===== src/rtl/core/mi3_pkg.sv =====
// Shared types, constants and the rounding helper of the 3x3 matrix inverse.
// Depends on nothing; every other file of the block but assert_macros.svh refers to it by scoped names.
package mi3_pkg;

   localparam int FRAC_BITS_DEF   = 16;
   localparam int QUEUE_DEPTH_DEF = 2;

   localparam int ELEM_W  = 32;
   localparam int COF_W   = 64;
   localparam int PL_W    = 65;
   localparam int TERM_W  = 96;
   localparam int DET_W   = 97;
   localparam int DABS_W  = 96;
   localparam int THR_W   = 31;
   localparam int QUOT_W  = 32;
   localparam int REM_W   = 97;
   localparam int MAG_W   = 97;
   localparam int IDX_W   = 4;
   localparam int N_ELEM  = 9;

   localparam logic [THR_W-1:0] THR_RESET = THR_W'(7);
   localparam logic [IDX_W-1:0] FIRST_IDX = IDX_W'(0);
   localparam logic [IDX_W-1:0] LAST_IDX  = IDX_W'(N_ELEM - 1);
   localparam logic [MAG_W-1:0] LIM_POS   = MAG_W'(32'h7FFF_FFFF);
   localparam logic [MAG_W-1:0] LIM_NEG   = MAG_W'(32'h8000_0000);

   // Cofactor k of the adjugate is m[A]*m[B] - m[C]*m[D], row-major indexes.
   localparam int COF_A [N_ELEM] = '{4, 2, 1, 5, 0, 2, 3, 1, 0};
   localparam int COF_B [N_ELEM] = '{8, 7, 5, 6, 8, 3, 7, 6, 4};
   localparam int COF_C [N_ELEM] = '{7, 1, 2, 3, 2, 0, 4, 0, 1};
   localparam int COF_D [N_ELEM] = '{5, 8, 4, 8, 6, 5, 6, 7, 3};
   // Cofactors that pair with row 0 in the determinant expansion.
   localparam int DET_COF [3] = '{0, 3, 6};

   typedef logic signed [ELEM_W-1:0] elem_type;
   typedef logic signed [COF_W-1:0]  cof_type;
   typedef logic signed [PL_W-1:0]   pl_type;
   typedef logic signed [TERM_W-1:0] term_type;
   typedef logic signed [DET_W-1:0]  det_type;

   // One classified matrix, handed from the front end to the back end.
   typedef struct packed {
      cof_type [N_ELEM-1:0] cof;
      logic [DABS_W-1:0]    dabs;
      logic                 dneg;
      elem_type             det_value;
      logic                 det_sat;
      logic                 sing;
   } job_type;

   // Per-quotient side information that rides along the divider.
   typedef struct packed {
      logic             neg;
      logic [IDX_W-1:0] idx;
      logic             sing;
      elem_type         det_value;
      logic             det_sat;
   } div_meta_type;

   typedef struct packed {
      logic [COF_W-1:0]  mag;
      logic [DABS_W-1:0] d;
      div_meta_type      meta;
   } div_op_type;

   typedef struct packed {
      logic [REM_W-1:0]  r;
      logic [QUOT_W-1:0] lo;
      logic [QUOT_W-1:0] q;
      logic [DABS_W-1:0] d;
      logic              ovf;
      div_meta_type      meta;
   } div_stage_type;

   typedef struct packed {
      elem_type [N_ELEM-1:0] inv;
      elem_type              det_value;
      logic                  singular;
      logic                  saturated;
   } result_type;

   typedef struct packed {
      elem_type value;
      logic     sat;
   } sat_type;

   // Applies the sign to a rounded magnitude and clips it to the 32-bit range.
   function automatic sat_type round_sat(input logic neg, input logic [MAG_W-1:0] mag);
      logic [MAG_W-1:0] limit;
      logic [MAG_W-1:0] clip;
      sat_type          res;
      limit     = neg ? LIM_NEG : LIM_POS;
      res.sat   = mag > limit;
      clip      = res.sat ? limit : mag;
      res.value = neg ? (~clip[ELEM_W-1:0] + 1'b1) : clip[ELEM_W-1:0];
      return res;
   endfunction

endpackage


===== src/rtl/core/mi3_queue.sv =====
// Small FIFO of classified matrices between the front end and the back end.
// Depends on mi3_pkg for the job type.
module mi3_queue #(
   parameter int DEPTH = mi3_pkg::QUEUE_DEPTH_DEF
) (
   input  logic             clock,
   input  logic             reset,
   input  logic             push_valid,
   output logic             push_ready,
   input  mi3_pkg::job_type push_job,
   output logic             pop_valid,
   input  logic             pop_ready,
   output mi3_pkg::job_type pop_job
);
   localparam int PTR_W = $clog2(DEPTH);
   localparam int CNT_W = $clog2(DEPTH + 1);
   localparam logic [PTR_W-1:0] PTR_LAST = PTR_W'(DEPTH - 1);
   localparam logic [CNT_W-1:0] CNT_FULL = CNT_W'(DEPTH);

   mi3_pkg::job_type store_ff [DEPTH];
   logic [PTR_W-1:0] wr_ff, wr_in, rd_ff, rd_in;
   logic [CNT_W-1:0] cnt_ff, cnt_in;
   logic do_push, do_pop;

   assign push_ready = cnt_ff != CNT_FULL;
   assign pop_valid  = cnt_ff != '0;
   assign pop_job    = store_ff[rd_ff];
   assign do_push    = push_valid && push_ready;
   assign do_pop     = pop_valid && pop_ready;

   // Pointer wrap and occupancy.
   always_comb begin
      wr_in  = do_push ? ((wr_ff == PTR_LAST) ? '0 : wr_ff + 1'b1) : wr_ff;
      rd_in  = do_pop  ? ((rd_ff == PTR_LAST) ? '0 : rd_ff + 1'b1) : rd_ff;
      cnt_in = cnt_ff + CNT_W'(do_push) - CNT_W'(do_pop);
   end

   always_ff @(posedge clock) begin
      if (reset) begin
         wr_ff  <= '0;
         rd_ff  <= '0;
         cnt_ff <= '0;
      end else begin
         wr_ff  <= wr_in;
         rd_ff  <= rd_in;
         cnt_ff <= cnt_in;
      end
   end

   always_ff @(posedge clock) begin
      if (do_push) begin
         store_ff[wr_ff] <= push_job;
      end
   end

endmodule


===== config.mk =====
export PLATFORM = sky130hd
export DESIGN_NAME = mi3_queue
export DESIGN_NICKNAME = d
export VERILOG_FILES = /design/src/rtl/core/mi3_pkg.sv /design/src/rtl/core/mi3_queue.sv
export SDC_FILE = /design/constraint.sdc
export NUM_CORES = 1
export LEC_CHECK = 0
export BUFFER_PORTS_ARGS = -buffer_cell sky130_fd_sc_hd__buf_4
export CAP_MARGIN = 0
export CORE_AREA = 8 8 541 543
export DETAILED_ROUTE_END_ITERATION = 10
export DIE_AREA = 0 0 549 551
export GPL_TIMING_DRIVEN = 0
export PLACE_DENSITY_LB_ADDON = 0.3
export SLEW_MARGIN = 20
export SYNTH_ARGS = -nofsm -noshare
export SYNTH_HDL_FRONTEND = slang
export SYNTH_SLANG_ARGS = --single-unit

===== constraint.sdc =====
create_clock -name clock -period 28.5 [get_ports clock]
set_input_delay 4.275 -clock clock [delete_from_list [all_inputs] [get_ports clock]]
set_output_delay 4.275 -clock clock [all_outputs]
set_load 0.02 [all_outputs]

---- Yosys cells after proc, flatten, opt, wreduce, memory -nomap -nowiden ----
Memory sizes are Yosys's and may differ from the RTL's. A register that Yosys moved wholly into a read port is not among the register bits.
Index checks and enable logic that the tools add are counted.
operators by class
  add/subtract/negate cells ............... 4
  equality and inequality tests ........... 1
  mux-type cells .......................... 6
  reductions and logical operators ........ 3
operators with widths
  operator                                      count
  1-bit 2-to-1 mux                              6
  1-bit adder, second input constant            2
  2-bit by 1-bit adder with 2-bit output        1
  1-bit logical AND                             2
  2-bit inequality test, second input constant  1
  2-bit nonzero test                            1
  2-bit by 1-bit subtractor with 2-bit output   1
storage, ports and cells
  register bits after elaboration ......... 4
  bits in writable memories ............... 1,414
  output and inout bits ................... 709
  memories ................................ 1
memory list
  memory    words  width  rd ports  clocked after memory_dff  write ports  RTL line         source
  store_ff  2      707    1         1                         1            mi3_queue.sv:20  mi3_pkg::job_type store_ff [DEPTH];

---- Depth between registers and ports, before layout ----
Gate-level depths: netlist of the first run.
  depth in word-level cells ............... 4
  mapped depth ............................ 6
  gate-level depth less buffers ........... 6

---- Worst setup path before layout of the first run ----
No wires, ideal clock.
  path kind ............................... input to register
  start point ............................. input push_valid
  end point ............................... memory store_ff[1][0] (netlist bit), enable pin
  library setup time ...................... 1.174 ns
  arrival ................................. 20.319 ns
  slack ................................... 7.007 ns
  stages on the path ...................... 1
  buffers on the path ..................... 0
  cell sequence ........................... and3_1
on the way
  cells in the longest elaborated chain, start to end .. 3
ends and longest elaborated chain
  item                                    RTL line         source
  start, declared                         mi3_queue.sv:8   input logic push_valid,
  1-bit logical AND                       mi3_queue.sv:28  assign do_push = push_valid && push_ready;
  1-bit 2-to-1 mux                        mi3_queue.sv:51  if (do_push) begin
  1-bit 2-to-1 mux (not written as such)  mi3_queue.sv:52  store_ff[wr_ff] <= push_job;
  end, declared                           mi3_queue.sv:20
No other way between the ends.

==> results of run 1 <==
[synthesized netlist by cell type (all sizes together)]
| library cell | instances | area [sq um] |
|---|---|---|
| a32oi | 1 | 8.76 |
| xor2 | 1 | 8.76 |
| inv | 1 | 3.75 |
| a211oi | 1 | 7.51 |
| nand3 | 1 | 5.00 |
| ha | 1 | 12.5 |
| a21bo | 2 | 20.0 |
| nor2b | 3 | 18.8 |
| nand3b | 1 | 7.51 |
| or2 | 1 | 6.26 |
| o21ai | 2 | 10.0 |
| and3 | 1 | 6.26 |
| buf | 79 | 664 |
| mux2 | 708 | 8840 |
| dfxtp | 5 | 100 |
| nor2 | 5 | 18.8 |
| a21oi | 1 | 5.00 |
| nand2b | 1 | 6.26 |
| edfxtp | 1414 | 42500 |
[area by class of cell]
class                      count  area (sq um)  area share, %
tap                         3762          4710           6.39
clock inverter                94          1040           1.41
antenna                       11          27.5         0.0374
sequential                  1419         42600           57.8
clock buffer                 209          4380           5.94
buffer                        79           664          0.902
inverter                       1          11.3         0.0153
multi-input combinational    730          8980           12.2
timing repair buffer        1445         11300           15.4
[power breakdown]
| group | leakage, nW | switching [mW] | internal [mW] |
|---|---|---|---|
| Clock | 2.63 | 0.887 | 1.24 |
| Combinational | 11.0 | 1.07 | 0.758 |
| Sequential | 13.3 | 0.0405 | 2.54 |
[how the worst max path moves through the flow]
stage	startpoint	endpoint	cells past startpoint
floorplan	push_valid	store_ff[1][0]	1
global placement	push_valid	store_ff[1][550]	2
detailed placement	push_valid	store_ff[0][541]	7
CTS	flip-flop	pop_job[328]	5
global route	flip-flop	pop_job[334]	5
finish	flip-flop	pop_job[334]	5
[cells in the final DEF, fill, tap and decap left out, types with 11 or more instances in the layout]
master     count
mux2_2       478
mux2_4       230
edfxtp_1    1414
buf_16        20
clkinv_2      31
clkbuf_1      39
buf_2         12
bufinv_16     15
buf_6         27
clkinv_1      22
buf_4       1459
diode_2       11
clkbuf_16    168
[registers in the layout, summed over array words and instances, names as in the netlist, named ones only]
register / flops
wr_ff: 1
rd_ff: 1
cnt_ff: 2
store_ff: 1414
[tightest hold or removal path: cells and delay by family, from the launching register on]
kind                      cells  cell delay, ns
and+or+nand+nor               1            0.08
xor gates and xnor gates      1            0.08
DFF                           1            0.32
[per-stage QoR]
stage	util [%]	hold slack, ns	TNS (ns)	instance area [sq um]	instances
after global routing	25.9	0.554	0	73700	7742
final	26.0	0.514	0	73700	7750
after floorplan	-	0.472	0	52200	2229
after CTS	25.9	0.517	0	73700	7739
after global placement	23.8	0.503	-4421.76	67600	7410
after detailed placement	24.0	0.500	0	68200	7436
[per-layer routing]
metal	up-vias	wire length (microns)	share of wire, %
li1	12200	-	-
met1	14200	73200	35
met2	1306	102000	49
met3	309	27900	13
met4	48	4230	2.0
met5	-	316	0.15
[logic make-up after synthesis]
family	Yosys count	synth area share [%]
flip-flops	1419	81.5
multiplexers	708	16.9
buffers and inverters	80	1.28
AND/OR/NAND/NOR	13	0.132
AO/OA/AOI/OAI	7	0.0983
XOR/XNOR	1	0.0168
adder cells (fa/ha/maj)	1	0.0240
==> results.json, run 1 <==
{
  "grt_pass1_vias": 29800,
  "rsz0062_at_grt": "no",
  "grt_pass1_wl_microns": 268000,
  "gr-usage-met2_pct": 22.8,
  "h-tree-depth": 4,
  "synth_seq_cells": 1419,
  "regToRegSetupSlack_ns": 24.55,
  "status": "completed",
  "drt_wl_total_microns": 208000,
  "yosysSeqAreaShare_pct": 81.5,
  "cts_resized": 0,
  "fillers": 29000,
  "min-delay-start": "rd_ff",
  "die_y_microns": 551,
  "fin_nets": 4556,
  "finClkSkew_ns": 0.0374,
  "tightest_slew_ns": 0.721,
  "fp.dieW_microns": 549,
  "grt_use_total_pct": 13.0,
  "clk_pin_slew_worst_paths_ns": 0.06,
  "cp_slowest_cell": "mux2_2",
  "hp-class": "flip-flop to flip-flop",
  "pre_cts_ws_ns": 20.87,
  "r2r_start": "cnt_ff[0]",
  "yosysWarnings": 0,
  "cp_num_buf_inv": 4,
  "cts_tree": "built",
  "grt_use_met3_pct": 7.68,
  "max_freq_ghz": 0.139,
  "syn_avg_cell_area_sq_um": 23.4,
  "clk-insertion-delay-late_ns": 0.80,
  "post_cts_buffers": 0,
  "dr_total_vias": 28000,
  "core_sq_mm": 0.284,
  "portBuffers": 1419,
  "numCtsBuffers": 168,
  "clock_sinks": 1419,
  "rr_worst_depth": 7,
  "arrival_ns": 2.93,
  "ys_types": 22,
  "row_count": 196,
  "setup_violations": 0,
  "netlist_instances": 2229,
  "p_leak_nw": 26.9,
  "clk_path_buf_depth": 4,
  "crit_chain": "buf_2, buf_2, buf_4, mux2_2, buf_4",
  "die-area_sq_mm": 0.302,
  "io_pins": 1420,
  "period_share_pct": 25.3,
  "max_stage_delay_ns": 0.51,
  "min_path_cells": 2,
  "drt-initial-drc-count": 1748,
  "finalPower_mw": 6.54,
  "drt_first_pass_iters": 5,
  "critPathTopFamily": "buffers and inverters",
  "relSlewSlack_pct": 52.0,
  "crit_type": "flip-flop to primary output",
  "wl_per_cell_microns": 26.8,
  "p_per_area_mw_per_mm2": 88.7,
  "startpoint_type": "flip-flop",
  "holdBufCountCts": 0,
  "r2r_end": "store_ff[0][337]",
  "vdd_drop_max_uv": 57.7,
  "crit_path_end_kind": "primary output",
  "synth_fp_nets": 2941,
  "final_layout_size_suffix_gt1_share_pct": 62.3,
  "area_growth_pct": 41.2,
  "drv_slew": 0,
  "cts_root_buffer": "clkbuf_16",
  "vias_per_cell": 3.62,
  "period_minus_slack_ns": 7.21,
  "final_antenna_net_count": 0,
  "dp_hpwl_microns": 166000,
  "cp_max_fo": 10,
  "setup_ws_ns": 21.29,
  "finalHoldViolations": 0,
  "drc": 0,
  "overflow": 0,
  "start_util_pct": 18.4,
  "antenna_found_initial": 78,
  "grt_max_degree": 90,
  "max_cap_viol_count": 0,
  "grtUsageMet1_pct": 13.4,
  "holdPathEnd": "rd_ff",
  "netlist_area_sq_mm": 0.0522,
  "place_congestion": 0.841,
  "worstPathRequired_ns": 24.23,
  "top_usage_layer": "met2"
}
(Power assumes the default switching activity.)
==> run 2, diff against run 1 <==
--- a/config.mk
+++ b/config.mk
@@ -5,11 +5,12 @@
 export SDC_FILE = /design/constraint.sdc
 export NUM_CORES = 1
 export LEC_CHECK = 0
+export ABC_AREA = 1
 export BUFFER_PORTS_ARGS = -buffer_cell sky130_fd_sc_hd__buf_4
 export CAP_MARGIN = 0
-export CORE_AREA = 8 8 541 543
+export CORE_AREA = 8 8 540 542
 export DETAILED_ROUTE_END_ITERATION = 10
-export DIE_AREA = 0 0 549 551
+export DIE_AREA = 0 0 548 550
 export GPL_TIMING_DRIVEN = 0
 export PLACE_DENSITY_LB_ADDON = 0.3
 export SLEW_MARGIN = 20
==> constraint.sdc (replaced) <==
create_clock -name clock -period 6.3 [get_ports clock]
set_input_delay 0.945 -clock clock [delete_from_list [all_inputs] [get_ports clock]]
set_output_delay 0.945 -clock clock [all_outputs]
set_load 0.02 [all_outputs]
==> run 2 against run 1 <==
  * Count of clock-buffer cells in the layout is 4 lower
  * Total power grew to 4.9 times the previous value
  * Non-clock buffer count is 50 higher
  * Via count is 1.1% higher
  * Register-to-register slack worse by 22 ns
==> results.json, run 2 <==
{
  "grtUsageMet1_pct": 13.0,
  "die-area_sq_mm": 0.301,
  "cp_max_fo": 23,
  "core_sq_mm": 0.283,
  "final_layout_size_suffix_gt1_share_pct": 62.3,
  "arrival_ns": 4.61,
  "hp-class": "primary input to flip-flop",
  "row_count": 196,
  "finalInstanceArea_sq_mm": 0.0747,
  "overflow": 0,
  "cpMostUsedCell": "buf_16",
  "io_pins": 1420,
  "cp_slowest_cell": "nor2_4",
  "area_growth_pct": 43.2,
  "die_y_microns": 550,
  "p_leak_nw": 27.3,
  "vdd_drop_max_uv": 262,
  "tightest_slew_ns": 0.606,
  "dr_total_vias": 28300,
  "drt_first_pass_iters": 6,
  "clock_sinks": 1419,
  "post_cts_buffers": 0,
  "yosysMostFrequentCell": "edfxtp_1",
  "synth_seq_cells": 1419,
  "netlist_area_sq_mm": 0.0522,
  "holdWs_ns": 0.310,
  "cts_root_buffer": "clkbuf_16",
  "period_share_pct": 65.5,
  "syn_avg_cell_area_sq_um": 23.3,
  "grt_max_degree": 25,
  "finalHoldViolations": 0,
  "yosysTopAreaCellShare_pct": 81.4,
  "rsz0062_at_grt": "no",
  "setup_violations": 0,
  "fin_tns_setup_ns": 0,
  "drt-initial-drc-count": 1602,
  "synth_top_area_cell": "edfxtp_1",
  "grt_use_met3_pct": 7.03,
  "portBuffers": 1419,
  "synth_edf_count": 1414,
  "p_per_area_mw_per_mm2": 425,
  "cts_resized": 0,
  "final_antenna_net_count": 0,
  "largestRegisters": "store_ff (1414), cnt_ff (2)",
  "h-tree-depth": 4,
  "status": "completed",
  "final_cell_mix": "buf_4 (1459), edfxtp_1 (1414), mux2_2 (477)",
  "drc": 0,
  "holdBufCountCts": 0,
  "max_freq_ghz": 0.242,
  "start_util_pct": 18.4,
  "vias_per_cell": 3.63,
  "async_flop_share_pct": 0,
  "netlist_instances": 2236,
  "setup_ws_ns": 2.18,
  "fin_cells": 7803,
  "drt_wl_total_microns": 197000,
  "synth_flop_cell": "edfxtp_1",
  "startpoint_type": "flip-flop",
  "period_minus_slack_ns": 4.12,
  "dpl_cell_area_sq_mm": 0.0693,
  "clk-insertion-delay-late_ns": 0.79,
  "gr-usage-met2_pct": 21.4,
  "cts_tree": "built",
  "grt_pass1_wl_microns": 260000,
  "worstPathRequired_ns": 6.79,
  "yosys-top-cells-count": "edfxtp_1 (1414), mux2_2 (477), mux2_4 (230)",
  "max_stage_delay_ns": 0.44,
  "relSlewSlack_pct": 59.6,
  "crit_chain": "inv_1, nand2_1, nand2_8, nor2_4, buf_12, buf_12, buf_12, buf_16, buf_16, buf_12, buf_16, buf_16, buf_16, buf_12, buf_12, buf_16, buf_16",
  "place_congestion": 0.828,
  "largest_reg_flops": 1414,
  "clk_pin_slew_worst_paths_ns": 0.06,
  "drv_slew": 0,
  "top_register": "store_ff",
  "synth_area_leaders": "edfxtp_1 (81%), mux2_2 (10%), mux2_4 (6.6%)",
  "ys_types": 15,
  "crit_type": "flip-flop to flip-flop",
  "clk_path_buf_depth": 4,
  "wl_per_cell_microns": 25.3,
  "fin_nets": 4613,
  "fp.dieW_microns": 548,
  "crit_path_end_kind": "flip-flop",
  "yosysWarnings": 0,
  "yosysSeqAreaShare_pct": 81.6,
  "dp_cells": 7493,
  "grt_use_total_pct": 12.4,
  "finClkSkew_ns": 0.0285,
  "grt_pass1_vias": 30000,
  "mostFrequentLayoutCell": "buf_4",
  "pre_cts_ws_ns": 1.63,
  "numCtsBuffers": 168,
  "top_usage_layer": "met2",
  "max_cap_viol_count": 0,
  "dp_hpwl_microns": 160000,
  "synth_fp_nets": 2948,
  "antenna_found_initial": 63
}
[run 2: kinds of logic (layout without fill, tap and decap cells)]
kind of cell             after synthesis  count (layout)  synth area share, %
AND/OR/NAND/NOR                       19              19                0.141
XOR/XNOR                               1               1               0.0168
multiplexers                         707             707                 16.9
adder cells (fa/ha/maj)                1               1               0.0240
flip-flops                          1419            1419                 81.6
other                                  0              11                    0
AO/OA/AOI/OAI                          2               2               0.0192
buffers and inverters                 87            1881                 1.33
[run 2: routing by layer]
layer | up-vias | wire, microns | part of all wire (%)
li1 | 12300 | - | -
met5 | - | 223 | 0.11
met2 | 1319 | 96700 | 49
met4 | 36 | 5180 | 2.6
met3 | 302 | 25300 | 13
met1 | 14300 | 69900 | 35
[run 2: critical path: cells and delay by family, from the launching register on]
kind                   cells  cell delay [ns]
AND/OR/NAND/NOR            3             0.72
buffers and inverters     14             2.60
flip-flops                 1             0.36
[run 2: path summary, 6_finish.rpt]
check | depth (start not counted) | startpoint | slack, ns | to
setup / recovery | 17 | cnt_ff[0] | 2.18 | store_ff[0][316]
hold / removal | 1 | push_job[17] | 0.31 | store_ff[0][17]
setup reg to reg | 17 | cnt_ff[0] | 2.18 | store_ff[0][316]
hold reg to reg | 2 | rd_ff | 0.50 | flip-flop
[run 2: where the power goes]
group          internal (mW)  switching, mW  total [mW]
logic                   4.28           5.78        10.1
clock network           5.54           3.95        9.49
registers               11.9          0.257        12.2
total                   21.8           9.98        31.7
[run 2: final cells by class]
class                   count  area (sq um)
diodes                     11          27.5
flip-flops and latches   1419         42600
repair buffers           1495         12400
multi-input cells         730          8960
clock buffers             205          4360
inverters                   8          30.0
clock inverters            94           985
fillers                 28800        209000
well taps                3762          4710
plain buffers              79           664
[run 2: stage by stage]
step	power (mW)	utilization, %
2_1_floorplan	18.0	-
3_3_place_gp	22.5	23.9
3_5_place_dp	22.7	24.5
4_1_cts	32.4	26.4
5_1_grt	33.1	26.4
6_report	31.7	26.4
==> run 3, diff against run 2 <==
==> constraint.sdc (replaced) <==
create_clock -name clock -period 3.75 [get_ports clock]
set_input_delay 0.5625 -clock clock [delete_from_list [all_inputs] [get_ports clock]]
set_output_delay 0.5625 -clock clock [all_outputs]
set_load 0.02 [all_outputs]
==> run 3 against run 2 <==
  * Register-to-register slack lost 1.9 ns
  * Sequential share of layout area fell by 4.9 points
  * Combinational power up 73%
  * Maximum frequency is 18% higher
  * Largest cell class unchanged
==> results.json, run 3 (same netlist as run 2, synthesis figures left out) <==
{
  "status": "completed",
  "p_leak_nw": 30.3,
  "start_util_pct": 18.4,
  "finalInstanceArea_sq_mm": 0.0818,
  "period_share_pct": 93.2,
  "rsz0062_at_grt": "no",
  "mostFrequentLayoutCell": "buf_4",
  "numCtsBuffers": 169,
  "area_growth_pct": 56.7,
  "portBuffers": 1419,
  "max_cap_viol_count": 0,
  "crit_type": "flip-flop to flip-flop",
  "cts_root_buffer": "clkbuf_16",
  "die_y_microns": 550,
  "vias_per_cell": 3.62,
  "tightest_slew_ns": 0.388,
  "final_layout_size_suffix_gt1_share_pct": 52.8,
  "die-area_sq_mm": 0.301,
  "clk_pin_slew_worst_paths_ns": 0.06,
  "clk-insertion-delay-late_ns": 0.79,
  "io_pins": 1420,
  "drt-initial-drc-count": 1639,
  "largestRegisters": "store_ff (1414), cnt_ff (2)",
  "fin_nets": 5324,
  "final_cell_mix": "buf_4 (1462), edfxtp_1 (1414), dlygate4sd3_1 (708)",
  "holdWs_ns": 0.144,
  "grt_pass1_vias": 34000,
  "grt_pass1_wl_microns": 271000,
  "p_per_area_mw_per_mm2": 656,
  "crit_path_end_kind": "flip-flop",
  "finalHoldViolations": 0,
  "worstPathRequired_ns": 4.24,
  "dp_hpwl_microns": 160000,
  "fin_util_pct": 28.9,
  "top_register": "store_ff",
  "startpoint_type": "flip-flop",
  "clk_path_buf_depth": 4,
  "dr_total_vias": 30900,
  "grt_max_degree": 26,
  "h-tree-depth": 4,
  "drt_wl_total_microns": 200000,
  "overflow": 0,
  "arrival_ns": 3.98,
  "clock_sinks": 1419,
  "drt_first_pass_iters": 6,
  "relSlewSlack_pct": 74.1,
  "cts_tree": "built",
  "final_antenna_net_count": 0,
  "drc": 0,
  "drv_slew": 0,
  "hp-class": "primary input to flip-flop",
  "finClkSkew_ns": 0.0293,
  "setup_violations": 0,
  "grt_use_total_pct": 12.6,
  "vdd_drop_max_uv": 462,
  "place_congestion": 0.815,
  "wl_per_cell_microns": 23.4,
  "core_sq_mm": 0.283,
  "max_freq_ghz": 0.286,
  "cp_max_fo": 23,
  "row_count": 196,
  "fp.dieW_microns": 548,
  "largest_reg_flops": 1414,
  "period_minus_slack_ns": 3.50,
  "antenna_found_initial": 68,
  "dpl_cell_area_sq_mm": 0.0694
}
-- run 3: repair_timing --
| action | 4_1_cts | 5_1_grt |
|---|---|---|
| hold buffers | 708 | 0 |
| setup endpoints to repair | 81 | 0 |
| endpoints found under the hold margin | 1419 | 0 |
| gates resized for setup | 4 | 0 |
| buffers inserted | 1 | 0 |
-- run 3: report_power, final --
group          switching [mW]  total [mW]  internal (mW)
sequential              0.440        20.5           20.1
clock                    6.59        15.6           9.01
combinational            9.82        17.5           7.71
-- run 3: cell type report --
cell class	instances	area [sq um]
Tap cell	3762	4710
Clock inverter	88	797
Fill cell	28400	201000
Buffer	79	676
Sequential cell	1419	42600
Multi-Input combinational cell	730	8970
Clock buffer	216	4430
Inverter	8	30.0
Timing Repair Buffer	2205	19600
Antenna cell	17	42.5
-- run 3: metal layers --
metal / vias up / wire length, microns / GRT usage, %
met2: 1297 / 98900 / 22.2
met4: 22 / 4820 / 2.77
met1: 15400 / 73800 / 13.6
li1: 13800 / - / -
met5: - / 149 / 0
met3: 335 / 21900 / 6.16
-- run 3: path summary, 6_finish.rpt --
path / from / endpoint / slack, ns / depth (start not counted)
setup / recovery: cnt_ff[0] / store_ff[1][531] / 0.25 / 15
hold / removal: push_valid / wr_ff / 0.14 / 3
setup reg to reg: cnt_ff[0] / store_ff[1][531] / 0.25 / 15
hold reg to reg: rd_ff / flip-flop / 0.50 / 2
-- run 3: worst max-delay path, stage by stage (launching register included) --
cell and delay (ns):
dfxtp_1 0.35, inv_1 0.08, nand2_4 0.10, nand2_8 0.07, nor2_4 0.24, buf_12 0.23, buf_12 0.21, buf_16 0.19
buf_12 0.20, buf_12 0.20, buf_16 0.18, buf_12 0.20, buf_12 0.20, buf_12 0.21, buf_12 0.20, buf_16 0.18
-- run 3: metrics by stage --
step	power, mW	setup TNS, ns	instances	worst slack, ns
after floorplan	29.7	-	2236	-7.74
after global placement	34.5	-	7417	-15.87
final	53.6	0	8524	0.254
after global routing	56.0	0	8515	0.0740
after detailed placement	38.1	-5.19	7494	-0.233
after CTS	54.8	0	8507	0.0694
